$ cat src/hdl/xrg_pkg.sv
// shared types, codes, constants and xorshift functions of the xorwow generator
package xrg_pkg;

   localparam int unsigned WordWidth = 32;
   localparam int unsigned OpWidth   = 2;
   localparam int unsigned BitCountWidth = $clog2(WordWidth);

   localparam logic [WordWidth-1:0] SEED_RESET = 32'd1;
   localparam logic [WordWidth-1:0] WEYL_STEP  = 32'd362437;

   // request operation codes
   localparam logic [OpWidth-1:0] OP_RAW    = 2'd0;
   localparam logic [OpWidth-1:0] OP_URANGE = 2'd1;
   localparam logic [OpWidth-1:0] OP_SRANGE = 2'd2;
   localparam logic [OpWidth-1:0] OP_NONE   = 2'd3;

   // control from the sequencer to the remainder unit and back
   typedef struct packed {
      logic start;
   } div_ctrl_type;

   typedef struct packed {
      logic done;
   } div_stat_type;

   // one xorshift32 (13,17,5) step used by the seed chain
   function automatic logic [WordWidth-1:0] chain_step(input logic [WordWidth-1:0] x);
      logic [WordWidth-1:0] v;
      v = x;
      v = v ^ (v << 13);
      v = v ^ (v >> 17);
      v = v ^ (v << 5);
      return v;
   endfunction

   // new xorshift word from the oldest and newest words
   function automatic logic [WordWidth-1:0] mix_word(input logic [WordWidth-1:0] oldest,
                                                     input logic [WordWidth-1:0] newest);
      logic [WordWidth-1:0] t;
      t = oldest;
      t = t ^ (t >> 2);
      t = t ^ (t << 1);
      t = t ^ newest ^ (newest << 4);
      return t;
   endfunction

endpackage

$ cat src/hdl/xrg_state.sv
// generator state: seed chain fill and one xorwow step per draw
module xrg_state (
   input  logic                            clock,
   input  logic                            reset,
   input  logic                            seed_load,
   input  logic [xrg_pkg::WordWidth-1:0]   seed_value,
   input  logic                            draw,
   output logic                            seeding,
   output logic [xrg_pkg::WordWidth-1:0]   draw_value
);

   logic [xrg_pkg::WordWidth-1:0] word0_ff, word1_ff, word2_ff, word3_ff, weyl_ff;
   logic [xrg_pkg::WordWidth-1:0] draw_ff;
   logic                          seeding_ff;
   logic [1:0]                    seed_idx_ff;
   logic [xrg_pkg::WordWidth-1:0] mixed;
   logic [xrg_pkg::WordWidth-1:0] weyl_in;

   // next xorshift word and weyl counter for a draw
   assign mixed   = xrg_pkg::mix_word(word3_ff, word0_ff);
   assign weyl_in = weyl_ff + xrg_pkg::WEYL_STEP;

   // seeding sequence, one chain word per cycle
   always_ff @(posedge clock) begin
      if (reset) begin
         seeding_ff  <= 1'b1;
         seed_idx_ff <= 2'd0;
         word0_ff    <= xrg_pkg::SEED_RESET;
      end else if (seed_load) begin
         seeding_ff  <= 1'b1;
         seed_idx_ff <= 2'd0;
         word0_ff    <= seed_value;
      end else if (seeding_ff) begin
         seed_idx_ff <= seed_idx_ff + 2'd1;
         case (seed_idx_ff)
            2'd0: begin
               word1_ff <= xrg_pkg::chain_step(word0_ff);
            end
            2'd1: begin
               word2_ff <= xrg_pkg::chain_step(word1_ff);
            end
            2'd2: begin
               word3_ff <= xrg_pkg::chain_step(word2_ff);
            end
            default: begin
               weyl_ff    <= xrg_pkg::chain_step(word3_ff);
               seeding_ff <= 1'b0;
            end
         endcase
      end else if (draw) begin
         word3_ff <= word2_ff;
         word2_ff <= word1_ff;
         word1_ff <= word0_ff;
         word0_ff <= mixed;
         weyl_ff  <= weyl_in;
      end
   end

   // registered draw result
   always_ff @(posedge clock) begin
      if (draw && !seeding_ff) begin
         draw_ff <= mixed + weyl_in;
      end
   end

   assign seeding    = seeding_ff;
   assign draw_value = draw_ff;

endmodule

$ cat src/hdl/xrg_modulo.sv
// bit-serial remainder unit, one quotient bit per cycle
module xrg_modulo (
   input  logic                            clock,
   input  logic                            reset,
   input  xrg_pkg::div_ctrl_type           ctrl,
   input  logic [xrg_pkg::WordWidth-1:0]   dividend,
   input  logic [xrg_pkg::WordWidth-1:0]   divisor,
   output xrg_pkg::div_stat_type           stat,
   output logic [xrg_pkg::WordWidth-1:0]   remainder
);

   logic [xrg_pkg::WordWidth-1:0]     quot_ff;
   logic [xrg_pkg::WordWidth-1:0]     rem_ff;
   logic [xrg_pkg::WordWidth-1:0]     div_ff;
   logic [xrg_pkg::BitCountWidth-1:0] cnt_ff;
   logic                              busy_ff;
   logic                              done_ff;
   logic [xrg_pkg::WordWidth:0]       trial;
   logic [xrg_pkg::WordWidth:0]       diff;

   // shift one dividend bit into the partial remainder and try a subtract
   assign trial = {rem_ff, quot_ff[xrg_pkg::WordWidth-1]};
   assign diff  = trial - {1'b0, div_ff};

   // control
   always_ff @(posedge clock) begin
      if (reset) begin
         busy_ff <= 1'b0;
         done_ff <= 1'b0;
         cnt_ff  <= '0;
      end else begin
         done_ff <= 1'b0;
         if (ctrl.start) begin
            busy_ff <= 1'b1;
            cnt_ff  <= '0;
         end else if (busy_ff) begin
            cnt_ff <= cnt_ff + xrg_pkg::BitCountWidth'(1);
            if (cnt_ff == xrg_pkg::BitCountWidth'(xrg_pkg::WordWidth - 1)) begin
               busy_ff <= 1'b0;
               done_ff <= 1'b1;
            end
         end
      end
   end

   // datapath shift registers
   always_ff @(posedge clock) begin
      if (ctrl.start) begin
         quot_ff <= dividend;
         rem_ff  <= '0;
         div_ff  <= divisor;
      end else if (busy_ff) begin
         quot_ff <= {quot_ff[xrg_pkg::WordWidth-2:0], 1'b0};
         if (!diff[xrg_pkg::WordWidth]) begin
            rem_ff <= diff[xrg_pkg::WordWidth-1:0];
         end else begin
            rem_ff <= trial[xrg_pkg::WordWidth-1:0];
         end
      end
   end

   assign stat.done = done_ff;
   assign remainder = rem_ff;

endmodule

$ cat src/hdl/xorwow_random_generator_core.sv
// top level of the xorwow generator: request sequencer and result register
//
// Xorwow pseudo-random generator with raw, unsigned range and signed range draws.
// After reset or a write to the seed register the state is refilled, and requests
// are stalled while it is. A raw draw is registered in the generator state, then
// in the result register, then in the output register; an empty range (or unused
// operation code) goes straight to the result register, then to the output
// register. A range draw passes through the bit-serial remainder unit, which
// produces one quotient bit per cycle, before its remainder plus the lower bound
// goes to the result register. One request is worked on at a time; a finished
// result sits in the output register while the next request is taken.
module xorwow_random_generator_core (
   input  logic                            clock,
   input  logic                            reset,
   input  logic                            csr_write_enable,
   input  logic [xrg_pkg::WordWidth-1:0]   csr_write_data,
   input  logic                            req_valid,
   output logic                            req_stall,
   input  logic [xrg_pkg::OpWidth-1:0]     req_operation,
   input  logic [xrg_pkg::WordWidth-1:0]   req_lower_bound,
   input  logic [xrg_pkg::WordWidth-1:0]   req_upper_bound,
   output logic                            rsp_valid,
   input  logic                            rsp_stall,
   output logic [xrg_pkg::WordWidth-1:0]   rsp_value
);

   typedef enum logic [3:0] {
      ST_IDLE   = 4'b0001,
      ST_DRAW   = 4'b0010,
      ST_DIVIDE = 4'b0100,
      ST_FINISH = 4'b1000
   } state_type;

   state_type                     state_ff, state_in;
   logic [xrg_pkg::OpWidth-1:0]   op_ff, op_in;
   logic [xrg_pkg::WordWidth-1:0] lower_ff, lower_in;
   logic [xrg_pkg::WordWidth-1:0] modulus_ff, modulus_in;
   logic [xrg_pkg::WordWidth-1:0] result_ff, result_in;
   logic                          rsp_valid_ff, rsp_valid_in;
   logic [xrg_pkg::WordWidth-1:0] rsp_value_ff, rsp_value_in;

   logic                          seeding;
   logic                          draw;
   logic [xrg_pkg::WordWidth-1:0] draw_value;
   xrg_pkg::div_ctrl_type         div_ctrl;
   xrg_pkg::div_stat_type         div_stat;
   logic [xrg_pkg::WordWidth-1:0] remainder;
   logic                          req_xfer;
   logic                          empty_range;

   xrg_state u_state (
      .clock      (clock),
      .reset      (reset),
      .seed_load  (csr_write_enable),
      .seed_value (csr_write_data),
      .draw       (draw),
      .seeding    (seeding),
      .draw_value (draw_value)
   );

   xrg_modulo u_modulo (
      .clock     (clock),
      .reset     (reset),
      .ctrl      (div_ctrl),
      .dividend  (draw_value),
      .divisor   (modulus_ff),
      .stat      (div_stat),
      .remainder (remainder)
   );

   assign req_stall = seeding || (state_ff != ST_IDLE);
   assign req_xfer  = req_valid && !req_stall;

   // ranges that return the lower bound (or zero) without drawing
   always_comb begin
      unique case (req_operation)
         xrg_pkg::OP_RAW:    empty_range = 1'b0;
         xrg_pkg::OP_URANGE: empty_range = (req_upper_bound <= req_lower_bound);
         xrg_pkg::OP_SRANGE: empty_range = (req_upper_bound == req_lower_bound);
         default:            empty_range = 1'b1;
      endcase
   end

   // sequencer
   always_comb begin
      state_in      = state_ff;
      op_in         = op_ff;
      lower_in      = lower_ff;
      modulus_in    = modulus_ff;
      result_in     = result_ff;
      rsp_valid_in  = rsp_valid_ff && rsp_stall;
      rsp_value_in  = rsp_value_ff;
      draw          = 1'b0;
      div_ctrl.start = 1'b0;
      unique case (state_ff)
         ST_IDLE: begin
            if (req_xfer) begin
               op_in      = req_operation;
               lower_in   = req_lower_bound;
               modulus_in = req_upper_bound - req_lower_bound;
               if (empty_range) begin
                  result_in = (req_operation == xrg_pkg::OP_NONE) ? '0 : req_lower_bound;
                  state_in  = ST_FINISH;
               end else begin
                  draw     = 1'b1;
                  state_in = ST_DRAW;
               end
            end
         end
         ST_DRAW: begin
            if (op_ff == xrg_pkg::OP_RAW) begin
               result_in = draw_value;
               state_in  = ST_FINISH;
            end else begin
               div_ctrl.start = 1'b1;
               state_in       = ST_DIVIDE;
            end
         end
         ST_DIVIDE: begin
            if (div_stat.done) begin
               result_in = remainder + lower_ff;
               state_in  = ST_FINISH;
            end
         end
         ST_FINISH: begin
            if (!rsp_valid_ff || !rsp_stall) begin
               rsp_valid_in = 1'b1;
               rsp_value_in = result_ff;
               state_in     = ST_IDLE;
            end
         end
         default: begin
            state_in = ST_IDLE;
         end
      endcase
   end

   // control registers
   always_ff @(posedge clock) begin
      if (reset) begin
         state_ff     <= ST_IDLE;
         rsp_valid_ff <= 1'b0;
      end else begin
         state_ff     <= state_in;
         rsp_valid_ff <= rsp_valid_in;
      end
   end

   // payload registers
   always_ff @(posedge clock) begin
      op_ff        <= op_in;
      lower_ff     <= lower_in;
      modulus_ff   <= modulus_in;
      result_ff    <= result_in;
      rsp_value_ff <= rsp_value_in;
   end

   assign rsp_valid = rsp_valid_ff;
   assign rsp_value = rsp_value_ff;

endmodule
$ cat config.mk
export PLATFORM = sky130hd
export DESIGN_NAME = xorwow_random_generator_core
export DESIGN_NICKNAME = d
export VERILOG_FILES = /design/src/hdl/xrg_pkg.sv /design/src/hdl/xrg_state.sv /design/src/hdl/xrg_modulo.sv /design/src/hdl/xorwow_random_generator_core.sv
export SDC_FILE = /design/constraint.sdc
export NUM_CORES = 1
export LEC_CHECK = 0
export CELL_PAD_IN_SITES_DETAIL_PLACEMENT = 0
export CELL_PAD_IN_SITES_GLOBAL_PLACEMENT = 1
export CORE_AREA = 2 2 281 283
export CTS_CLUSTER_DIAMETER = 100
export CTS_CLUSTER_SIZE = 40
export DETAILED_ROUTE_END_ITERATION = 16
export DIE_AREA = 0 0 283 285
export DONT_BUFFER_PORTS = 1
export PLACE_DENSITY = 0.63
export SKIP_CTS_REPAIR_TIMING = 1
export SLEW_MARGIN = 25
export SYNTH_ARGS = -nofsm -noshare
export SYNTH_HDL_FRONTEND = slang
export SYNTH_SLANG_ARGS = --single-unit
$ cat constraint.sdc
create_clock -name clock -period 8.1 [get_ports clock]
set_input_delay 1.215 -clock clock [delete_from_list [all_inputs] [get_ports clock]]
set_output_delay 1.215 -clock clock [all_outputs]
set_load 0.005 [all_outputs]
# [Word-level counts from Yosys, hierarchy flattened]
# Cells that the tools add are included.
[totals] inputBits=103 out_inout_bits=34 register_bits=433
[classes] eq_ne=22 reduce_logical=29 magnitude_cmp=1 mux=44 bitwise_logic=19 n_addsub=7
[op_table] operator="$mux 32" n=23
[op_table] operator="$xor 32x32->32" n=11
[op_table] operator="$xor 32x15->32" n=4
[op_table] operator="$pmux 32 s3" n=1
[op_table] operator="$add 32x32->32" n=2
[op_table] operator="$sub 33x32->33" n=1
[op_table] operator="$add 32x19->32 const B" n=1
[op_table] operator="$eq 32x32->1" n=1
[op_table] operator="$le 32x32->1" n=1
[op_table] operator="$sub 32x32->32" n=1
[op_table] operator="$xor 32x30->32" n=1
[op_table] operator="$mux 4" n=5
[op_table] operator="$ne 2x2->1 const B" n=9
[op_table] operator="$pmux 4 s4" n=1
[op_table] operator="$reduce_and 4->1" n=4
[op_table] operator="$mux 1" n=13
[op_table] operator="$eq 2x2->1 const B" n=3
[op_table] operator="$logic_not 2->1" n=3
[op_table] operator="$reduce_and 2->1" n=3
[op_table] operator="$reduce_bool 2->1" n=3
[op_table] operator="$reduce_or 3->1" n=2
[op_table] operator="$add 5x1->5 const B" n=1
[op_table] operator="$eq 5x5->1 const B" n=1
[op_table] operator="$reduce_and 5->1" n=1
[op_table] operator="other kinds (16)" n=26

# [Longest topological paths before layout]
# Gate-level depths: netlist of run 1.
[depth] ltp_word=9 mapped_depth=19 mapped_depth_nobuf=19

# [Hierarchy]
# A second synthesis of run 1 with hierarchy kept.
[hier_totals] hier_cells=2719 area_unflattened_um2=28019.4
[by_module_without_submodules] mod="xrg_state" area_each_um2=13953.4 cells_each=1392 instances=1
[by_module_without_submodules] mod="xorwow_random_generator_core" area_each_um2=8117.8 cells_each=764 instances=1
[by_module_without_submodules] mod="xrg_modulo" area_each_um2=5948.2 cells_each=563 instances=1

# [Least setup slack after synthesis of run 1]
# OpenSTA, ideal clock, no wires.
[synth_path] kind="input -> register" start="input port req_upper_bound[0] (netlist bit)" end="register u_state.weyl_ff[0] (netlist bit) (enable)" t_arrival_ns=5.344 path_buffers=1 stages=14 required_ns=7.679 setup_time_ns=0.421 slack_ns=2.335 cell_sequence="inv_1 ha_1 fa_1 nor2b_1 o21ai_1 a21boi_1 o31ai_1 a211oi_1 o21bai_1 a21o_1 a21oi_1 buf_2 a21oi_1 nor2_1"
[synth_via] elab_chain_len=7 word_cells_on_any_way=8 cone_classes="order compare (1); eq/ne (1); mux (4); reduce/logical (2)"
[synth_lines] item="start, declared" line="xorwow_random_generator_core.sv:21" text="input logic [xrg_pkg::WordWidth-1:0] req_upper_bound,"
[synth_lines] item="$le 32x32->1 / $eq 32x32->1 (equally long branches)" line="xorwow_random_generator_core.sv:78, xorwow_random_generator_core.sv:79"
[synth_lines] item="$pmux 1 s3 (*)" line="xorwow_random_generator_core.sv:76" text="unique case (req_operation)"
[synth_lines] item="$mux 1 (*)" line="xorwow_random_generator_core.sv:101" text="if (empty_range) begin"
[synth_lines] item="$mux 1 (*)" line="xorwow_random_generator_core.sv:97" text="if (req_xfer) begin"
[synth_lines] item="$mux 1 (*)" line="xorwow_random_generator_core.sv:95" text="unique case (state_ff)"
[synth_lines] item="$reduce_bool 2->1 (no line) (*)"
[synth_lines] item="$reduce_and 4->1 (no line) (*)"
[synth_lines] item="end signal, assigned" line="xrg_state.sv:46" text="weyl_ff <= xrg_pkg::chain_step(word3_ff);"
[synth_lines] item="end signal, assigned" line="xrg_state.sv:55" text="weyl_ff <= weyl_in;"
[synth_lines] item="end, declared" line="xrg_state.sv:12" text="logic [xrg_pkg::WordWidth-1:0] word0_ff, word1_ff, word2_ff, word3_ff, weyl_ff;"
# Every way passes the cells marked *; elsewhere a longest branch is shown, timed or not.
# A chain may end at the register's enable or synchronous reset.

# [Worst setup path in the final report of run 1]
[layout_path] start="register u_state.weyl_ff[0] (netlist bit)" end="register u_state.draw_ff (netlist bit u_state.draw_value[31]) (data pin)"
[layout_via] elab_chain_len=2
[layout_lines] item="$add 32x19->32" line="xrg_state.sv:21" text="assign weyl_in = weyl_ff + xrg_pkg::WEYL_STEP;"
[layout_lines] item="$add 32x32->32" line="xrg_state.sv:62" text="draw_ff <= mixed + weyl_in;"
[layout_lines] item="end signal, assigned" line="xrg_state.sv:62"
[layout_lines] item="end, declared" line="xrg_state.sv:13" text="logic [xrg_pkg::WordWidth-1:0] draw_ff;"
# Every way passes these cells.

==> metrics.txt, run 1 <==
Psw 1.85 mW; Hold Path Depth 0; worst r2r src u_state.weyl_ff[0]$_DFFE_PP_; share of total power in the clock network between 20 and 30%; Final min period 5080 ps; Top FF cell, synth edfxtp_1; Unique masters post-synth 72; DP Area 27,900 um^2; share of cells above drive strength 1 4.35%; Final Wtd Congestion just over 0.9; Ports 137; CP arrival 5460 ps; skew final 60.7 ps; Initial Util about 34%; ys async rst share 0%; final worst-path cycle share 62.8%; Hold WC Path Type reg -> reg; maximum root-to-sink buffer count 3; H-tree levels 1; design area 29,000 um^2; core area 78,000 um^2; die area a little over 80,000 um^2; grt total ovfl 0; required time of the critical path 8480 ps; DRC violations left 0; Slew Viols, Final 0; setup tns final 0 ps; met2 Use GR about a third; Crit. End Element flop; post-DR vias/cell roughly 5.2; Switching Share 32.7%; TritonRoute pass-1 iters 5; cell count of the worst reg-to-reg path 16; critical path class reg -> reg; flop2flop setup slack approximately 3000 ps; maximum fanout along the worst path 5; Synth Instances approximately 2,600; Power Internal 3.80 mW; Least-Margin Pin Slew 1100 ps; synth warn 0; r2r endpoint u_state.draw_value[31]$_DFFE_PP_; Avg Inst Size Synth 10.2 um^2; Synth Area in Compound Gates 13.4%; VDD IR-drop max 0.000175 V; combinational power share 24.5%; post-synthesis xor/xnor area fraction between 10% and 20%; Max-slew headroom a little over a quarter; area grow syn2layout 7.92%; Clock Pin Slew Worst Setup and Hold Paths 130 ps; TritonCTS buffer count 25; first-pass GRT wire length around 120,000 um; die span in y 285 um; Synth Area in Simple Gates a little over a tenth; Max Clk Rate 197 MHz; DRT Wirelength ~80,000 um; Yosys reg bits 433; Std-Cell Rows 103; sequential cell fraction of total power 46.5%; RSZ-0062 raised after global routing no; Clock Sinks 433; M1 GR Usage 24.6%; Mapped Area 26,900 um^2; DPL Wire Length 60,400 um; clk_lat worst skew ~640 ps; routed vias 18,900; Buffers on Ports 0; worst hold start modulus_ff[17]$_DFFE_PP_; number of nets in the layout 2,794; Critical Path Source Type flop; leak pwr 10.7 nW; Finish-stage setup viols 0; GR met3 Demand/Resource about 2.2%; syn nets 2,872; post-route ant nets 0; initial antenna violation count 2; Power per Cell Area 195 nW/um^2; largest net degree at the start of global routing 103; Fin. Hold Viols 0; GR peak layer met2; GR Util All Layers 18.9%; MaxCap Viol Count 0; number of flops mapped to enable cells by yosys 354; DRT iter0 DRCs ~1,500; vias in the first global route around 19,000; synthesized-area fraction occupied by adder cells 6.53%; CTS tree done; sequential area share after synthesis 45.5%; CTS root buffer clkbuf_16; worst hold endpoint u_modulo.div_ff[17]$_DFFE_PP_; mux share of post-synthesis cell area less than 1%; Die X 283 um; WL per Instance roughly 21 um; status complete, no violations; largest family of logic cells by synthesized area XOR/XNOR gates
==> how the worst max path moves through the flow <==
stage,endpoint,start
2_1_floorplan,u_state.weyl_ff[0]$_DFFE_PP_,req_upper_bound[0]
3_3_place_gp,u_state.weyl_ff[27]$_DFFE_PP_,req_upper_bound[0]
3_5_place_dp,u_state.weyl_ff[29]$_DFFE_PP_,req_upper_bound[0]
4_1_cts,u_state.draw_value[31]$_DFFE_PP_,u_state.weyl_ff[0]$_DFFE_PP_
5_1_grt,u_state.draw_value[31]$_DFFE_PP_,u_state.weyl_ff[0]$_DFFE_PP_
6_report,u_state.draw_value[31]$_DFFE_PP_,u_state.weyl_ff[0]$_DFFE_PP_
==> final cells by class <==
cell class                 count  area (um^2)
timing repair buffer          23          196
clock inverter                20          403
tap                         1050         1310
antenna                        2         5.00
inverter                     109          409
sequential                   433        12200
clock buffer                  25          626
multi-input combinational   1962        13800
fill                        7710        49000
==> registers in the layout, summed over array words and instances, names as in the netlist <==
signal / cells
lower_ff: 32
modulus_ff: 32
op_ff: 2
result_ff: 32
rsp_valid: 1
rsp_value: 32
state_ff: 4
u_modulo.busy_ff: 1
u_modulo.cnt_ff: 5
u_modulo.div_ff: 32
u_modulo.quot_ff: 32
u_modulo.remainder: 32
u_modulo.stat: 1
u_state.draw_value: 32
u_state.seed_idx_ff: 2
u_state.seeding: 1
u_state.weyl_ff: 32
u_state.word0_ff: 32
u_state.word1_ff: 32
u_state.word2_ff: 32
u_state.word3_ff: 32
==> synth_stat cells (all sizes together) (5+ instances only) <==
cell type,instances,share of area (%)
a21o,62,1.7
or3,5,0.14
inv,109,1.5
dfxtp,79,5.9
a211oi,24,0.71
mux2,9,0.38
buf,30,0.55
o31ai,7,0.20
ha,133,6.2
o21ai,110,2.0
o21a,18,0.50
edfxtp,354,40
nor3,21,0.39
nor4b,6,0.20
a221o,5,0.19
nand3b,8,0.22
and2,7,0.16
xnor2,427,14
xor2,174,5.7
or2,6,0.14
a31o,7,0.23
o2111ai,29,0.95
o21bai,19,0.53
o211ai,32,0.89
clkbuf,98,1.4
mux2i,13,0.48
nand2b,17,0.40
nand4,17,0.40
a31oi,17,0.40
nand2,303,4.2
nand3,59,1.1
a21boi,8,0.22
nor2,140,2.0
a21oi,164,3.1
and3,23,0.54
nor2b,18,0.42
a22oi,25,0.70
==> per-stage QoR <==
| step | hold slack [ps] | std cells | utilization [%] | power (mW) | worst slack, ps |
|---|---|---|---|---|---|
| after floorplan | 400 | 2632 | - | 3.73 | 2330 |
| after global placement | 402 | 3576 | 35.8 | 4.03 | 2540 |
| after detailed placement | 405 | 3576 | 35.8 | 4.05 | 2480 |
| after CTS | 427 | 3621 | 37.1 | 5.69 | 3010 |
| after global routing | 430 | 3624 | 37.2 | 5.93 | 2570 |
| final | 426 | 3624 | 37.2 | 5.64 | 3020 |
==> power by group through the flow <==
stage	Combinational [mW]	Sequential, mW	Clock (mW)
final	1.38	2.62	1.64
after global routing	1.54	2.63	1.76
after CTS	1.38	2.62	1.69
after detailed placement	1.37	2.68	0
after global placement	1.36	2.67	0
after floorplan	1.12	2.61	0
==> cell families after synthesis <==
kind of cell | after synthesis
XOR/XNOR | 601
flip-flops | 433
adder cells (fa/ha/maj) | 138
AO/OA/AOI/OAI | 557
AND/OR/NAND/NOR | 644
multiplexers | 22
buffers and inverters | 237
==> worst max-delay path, cell delays in order (launching register included) <==
cell,delay [ps]
edfxtp_1,440
ha_1,260
o2111ai_1,330
or3b_2,530
a31oi_1,270
xor2_1,140
ha_1,390
and4_1,250
nand4_1,110
nor4b_1,600
nor4b_1,200
o31ai_1,610
a41oi_1,230
a21oi_1,230
o21a_1,140
nor2_1,40
xnor2_1,120
==> metal layers <==
metal / routed length (um) / vias up
li1: - / 9076
met1: 34100 / 9188
met2: 37600 / 480
met3: 3200 / 112
met4: 2890 / 0
met5: 0 / -
==> layout by cell type (no fill, tap or decap), types with 8 or more instances in the layout <==
cell         n
a211oi_1    21
a21o_1      62
a21oi_1    161
a22oi_1     25
a31oi_1     17
and3_1      23
buf_4       21
clkbuf_16   25
dfxtp_1     77
edfxtp_1   354
ha_1       133
inv_1      106
mux2_2       9
mux2i_1     13
nand2_1    303
nand2b_1    17
nand3_1     59
nand3b_1     8
nand4_1     17
nor2_1     136
nor2b_1     18
nor3_1      21
o2111ai_1   29
o211ai_1    32
o21a_1      18
o21ai_0    106
o21bai_1    19
xnor2_1    426
xor2_1     173
No activity file was read; power rests on OpenSTA's default activity.
==> inputs of run 2 (changes only) <==
--- a/config.mk
+++ b/config.mk
@@ -5,15 +5,16 @@
 export SDC_FILE = /design/constraint.sdc
 export NUM_CORES = 1
 export LEC_CHECK = 0
+export ABC_AREA = 1
 export CELL_PAD_IN_SITES_DETAIL_PLACEMENT = 0
 export CELL_PAD_IN_SITES_GLOBAL_PLACEMENT = 1
-export CORE_AREA = 2 2 281 283
+export CORE_AREA = 2 2 287 289
 export CTS_CLUSTER_DIAMETER = 100
 export CTS_CLUSTER_SIZE = 40
 export DETAILED_ROUTE_END_ITERATION = 16
-export DIE_AREA = 0 0 283 285
+export DIE_AREA = 0 0 289 291
 export DONT_BUFFER_PORTS = 1
-export PLACE_DENSITY = 0.63
+export PLACE_DENSITY = 0.65
 export SKIP_CTS_REPAIR_TIMING = 1
 export SLEW_MARGIN = 25
 export SYNTH_ARGS = -nofsm -noshare
==> constraint.sdc (replaced) <==
create_clock -name clock -period 5.1 [get_ports clock]
set_input_delay 0.765 -clock clock [delete_from_list [all_inputs] [get_ports clock]]
set_output_delay 0.765 -clock clock [all_outputs]
set_load 0.005 [all_outputs]
==> run 2 against run 1 <==
Net effect:
- design area rose by 4.3%
- critical path depth up 2
- combinational power rose by 25%
- non-clock buffer count is 1 lower
- synthesized area grew 4.8%
- critical endpoint is now u_state.draw_value[27]$_DFFE_PP_
- via count increased by 16%
- register-to-register slack got worse by 1900 ps
==> metrics.txt, run 2 <==
Synth Instances 3,308 (was 2,632); Initial Util 34.7% (was 34.5%); core area 81,200 um^2 (was 78,000 um^2); Clock Pin Slew Worst Setup and Hold Paths 100 ps (was 130 ps); post-DR vias/cell 5.04 (was 5.20); grt total ovfl 0 (unchanged); worst r2r src u_state.weyl_ff[0]$_DFFE_PP_ (unchanged); commonest non-fill, non-tap cell in the layout nand2_1 (was xnor2_1); Die X 289 um (was 283 um); Post-synth top cells nand2_1 (774), edfxtp_1 (354), inv_1 (337) (was xnor2_1 (426), edfxtp_1 (354), nand2_1 (303)); Clock Sinks 433 (unchanged); CP max stage cell edfxtp_1 (was o31ai_1); status complete, no violations (unchanged); initial antenna violation count 10 (was 2); Hold WC Path Type in -> reg (was reg -> reg); largest net degree at the start of global routing 92 (was 103); maximum root-to-sink buffer count 3 (unchanged); Std-Cell Rows 105 (was 103); Ports 137 (unchanged); number of nets in the layout 3,502 (was 2,794); ys async rst share 0% (unchanged); TritonRoute pass-1 iters 5 (unchanged); Yosys reg bits 433 (unchanged); critical path class reg -> reg (unchanged); die area 84,100 um^2 (was 80,700 um^2); maximum fanout along the worst path 5 (unchanged); CTS root buffer clkbuf_16 (unchanged); MaxCap Viol Count 0 (unchanged); fillers 8,351 (was 7,710); Worst setup endpoint u_state.draw_value[27]$_DFFE_PP_ (was u_state.draw_value[31]$_DFFE_PP_); GR Util All Layers 22.2% (was 18.9%); Buffers on Ports 0 (unchanged); Synth top area share 37.7% (was 39.6%); VDD IR-drop max 0.000219 V (was 0.000175 V); Critical Path Source Type flop (unchanged); Final Wtd Congestion 0.941 (was 0.930); leak pwr 12.1 nW (was 10.7 nW); skew final 52.9 ps (was 60.7 ps); Avg Inst Size Synth 8.52 um^2 (was 10.2 um^2); area leader, netlist edfxtp_1 (unchanged); register area 12,200 um^2 (about the same); routed vias 21,900 (was 18,900); clk_lat worst skew 640 ps (about the same); synth warn 0 (unchanged); area of the multi-input gates 14,300 um^2 (was 13,800 um^2); total power 8.37 mW (was 5.64 mW); DRC violations left 0 (unchanged); Max-slew headroom 36.5% (was 26.1%); slowest stage delay, CP 390 ps (was 610 ps); DRT Wirelength 94,400 um (was 77,800 um); RSZ-0062 raised after global routing no (unchanged); Least-Margin Pin Slew 952 ps (was 1100 ps); CP most frequent cell nand2_1; required time of the critical path 5460 ps (was 8480 ps); final worst-path cycle share 77.9% (was 62.8%); Finish-stage setup viols 0 (unchanged); setup tns final 0 ps (unchanged); critical path, cell by cell ha_1 > nor2_1 > nor2_1 > nand2_1 > nand3_1 > nand2_1 > o21ai_0 > nand2_1 > nand2_1 > xor2_1 > ha_1 > a21oi_1 > o21ai_0 > a21oi_1 > nand3_1 > nand2_1 > nand2_1 > xor2_1 (was ha_1 > o2111ai_1 > or3b_2 > a31oi_1 > xor2_1 > ha_1 > and4_1 > nand4_1 > nor4b_1 > nor4b_1 > o31ai_1 > a41oi_1 > a21oi_1 > o21a_1 > nor2_1 > xnor2_1); number of flops mapped to enable cells by yosys 354 (unchanged); H-tree levels 1 (unchanged); Max Clk Rate 252 MHz (was 197 MHz); top-count cell post-synth nand2_1 (was xnor2_1); cell count of the worst reg-to-reg path 18 (was 16); sequential area share after synthesis 43.4% (was 45.5%); Final min period 3970 ps (was 5080 ps); Crit. Startpoint u_state.weyl_ff[0]$_DFFE_PP_ (unchanged); syn nets 3,548 (was 2,872); Synth area leaders edfxtp_1 (38%), nand2_1 (10%), xnor2_1 (8.4%) (was edfxtp_1 (40%), xnor2_1 (14%), ha_1 (6.2%)); share of cells above drive strength 1 3.29% (was 4.35%); flop2flop setup slack 1130 ps (was 3020 ps); Slew Viols, Final 0 (unchanged); Unique masters post-synth 54 (was 72); vias in the first global route 20,800 (was 19,000); CP arrival 4330 ps (was 5460 ps); first-pass GRT wire length 139,000 um (was 118,000 um); TritonCTS buffer count 25 (unchanged); commonest non-fill, non-tap cells in the layout nand2_1 (774), edfxtp_1 (354), inv_1 (335) (was xnor2_1 (426), edfxtp_1 (354), nand2_1 (303)); WL per Instance 21.7 um (was 21.5 um); die span in y 291 um (was 285 um); Power per Cell Area 277 nW/um^2 (was 195 nW/um^2); post-route ant nets 0 (unchanged); Fin. Hold Viols 0 (unchanged); CTS tree done (unchanged); DRT iter0 DRCs 2,067 (was 1,533); Mapped Area 28,200 um^2 (was 26,900 um^2); Crit. End Element flop (unchanged); r2r endpoint u_state.draw_value[27]$_DFFE_PP_ (was u_state.draw_value[31]$_DFFE_PP_); Top FF cell, synth edfxtp_1 (unchanged); hold slack 205 ps (was 426 ps); DPL Wire Length 76,900 um (was 60,400 um); area grow syn2layout 7.40% (was 7.92%)
run 2: changes by cell type in the layout (fill, tap and decap cells not counted), sizes merged, moves of 20 or more:
cell	change
inv	+232
nand2	+484
xnor2	-158
a22oi	-25
a21o	-36
nor2	+113
o21ai	+151
a21oi	+27
nand3	+89
o2111ai	-27
o211ai	-22
and3	-20
a211oi	-24
run 2: area by class of cell:
class / instances / share of cell area (%)
inverters: 342 / 4.26
repair buffers: 22 / 0.546
flip-flops and latches: 433 / 40.4
clock inverters: 19 / 1.10
diodes: 3 / 0.0248
clock buffers: 26 / 2.08
well taps: 1070 / 4.42
multi-input cells: 2438 / 47.2
run 2: report_power, final:
part | switching [mW] | internal [mW] | leakage [nW]
clock | 1.51 | 1.04 | 0.451
sequential | 0.109 | 3.99 | 3.84
combinational | 1.10 | 0.625 | 7.85
run 2: per-stage QoR:
stage | instances | util, % | area [um^2] | worst slack (ps)
3_5_place_dp | 4305 | 36.1 | 29300 | 981
2_1_floorplan | 3308 | - | 28200 | 77.6
3_3_place_gp | 4305 | 36.1 | 29300 | 1020
5_1_grt | 4352 | 37.3 | 30300 | 781
4_1_cts | 4350 | 37.3 | 30200 | 1160
6_report | 4353 | 37.3 | 30300 | 1130
run 2: per-layer routing:
metal | routed length [um] | GRT usage, % | vias up
li1 | - | - | 10900
met1 | 45600 | 32.8 | 10300
met2 | 40600 | 33.7 | 613
met3 | 6400 | 4.22 | 84
met4 | 1690 | 4.15 | 14
met5 | 98 | 0 | -
run 2: logic make-up (layout without fill, tap and decap cells):
family	after synthesis	after routing	share of synthesized area, %
adders and majority gates	137	137	6.19
muxes	24	24	0.853
AOI/OAI and AO/OA	561	561	11.1
other	0	3	0
DFF	433	433	43.4
buffers and inverters	437	409	6.09
xor gates and xnor gates	455	455	14.1
and+or+nand+nor	1261	1261	18.3
run 2: critical path: cells and delay by family (launching register included):
family / cells / cell delay, ps
adders and majority gates: 2 / 530
DFF: 1 / 390
and+or+nand+nor: 10 / 1430
xor gates and xnor gates: 2 / 370
AOI/OAI and AO/OA: 4 / 1010
run 2: how the worst min path moves through the flow:
stage	to	from	cells past startpoint	slack, ps
6_report	u_state.word0_ff[30]$_SDFFE_PP0P_	reset	1	210
3_3_place_gp	u_modulo.div_ff[29]$_DFFE_PP_	modulus_ff[29]$_DFFE_PP_	0	400
5_1_grt	lower_ff[9]$_DFFE_PP_	req_lower_bound[9]	0	170
3_5_place_dp	u_modulo.div_ff[6]$_DFFE_PP_	modulus_ff[6]$_DFFE_PP_	0	400
2_1_floorplan	rsp_value[0]$_DFFE_PP_	result_ff[0]$_DFFE_PP_	0	400
4_1_cts	u_state.word0_ff[30]$_SDFFE_PP0P_	reset	1	170
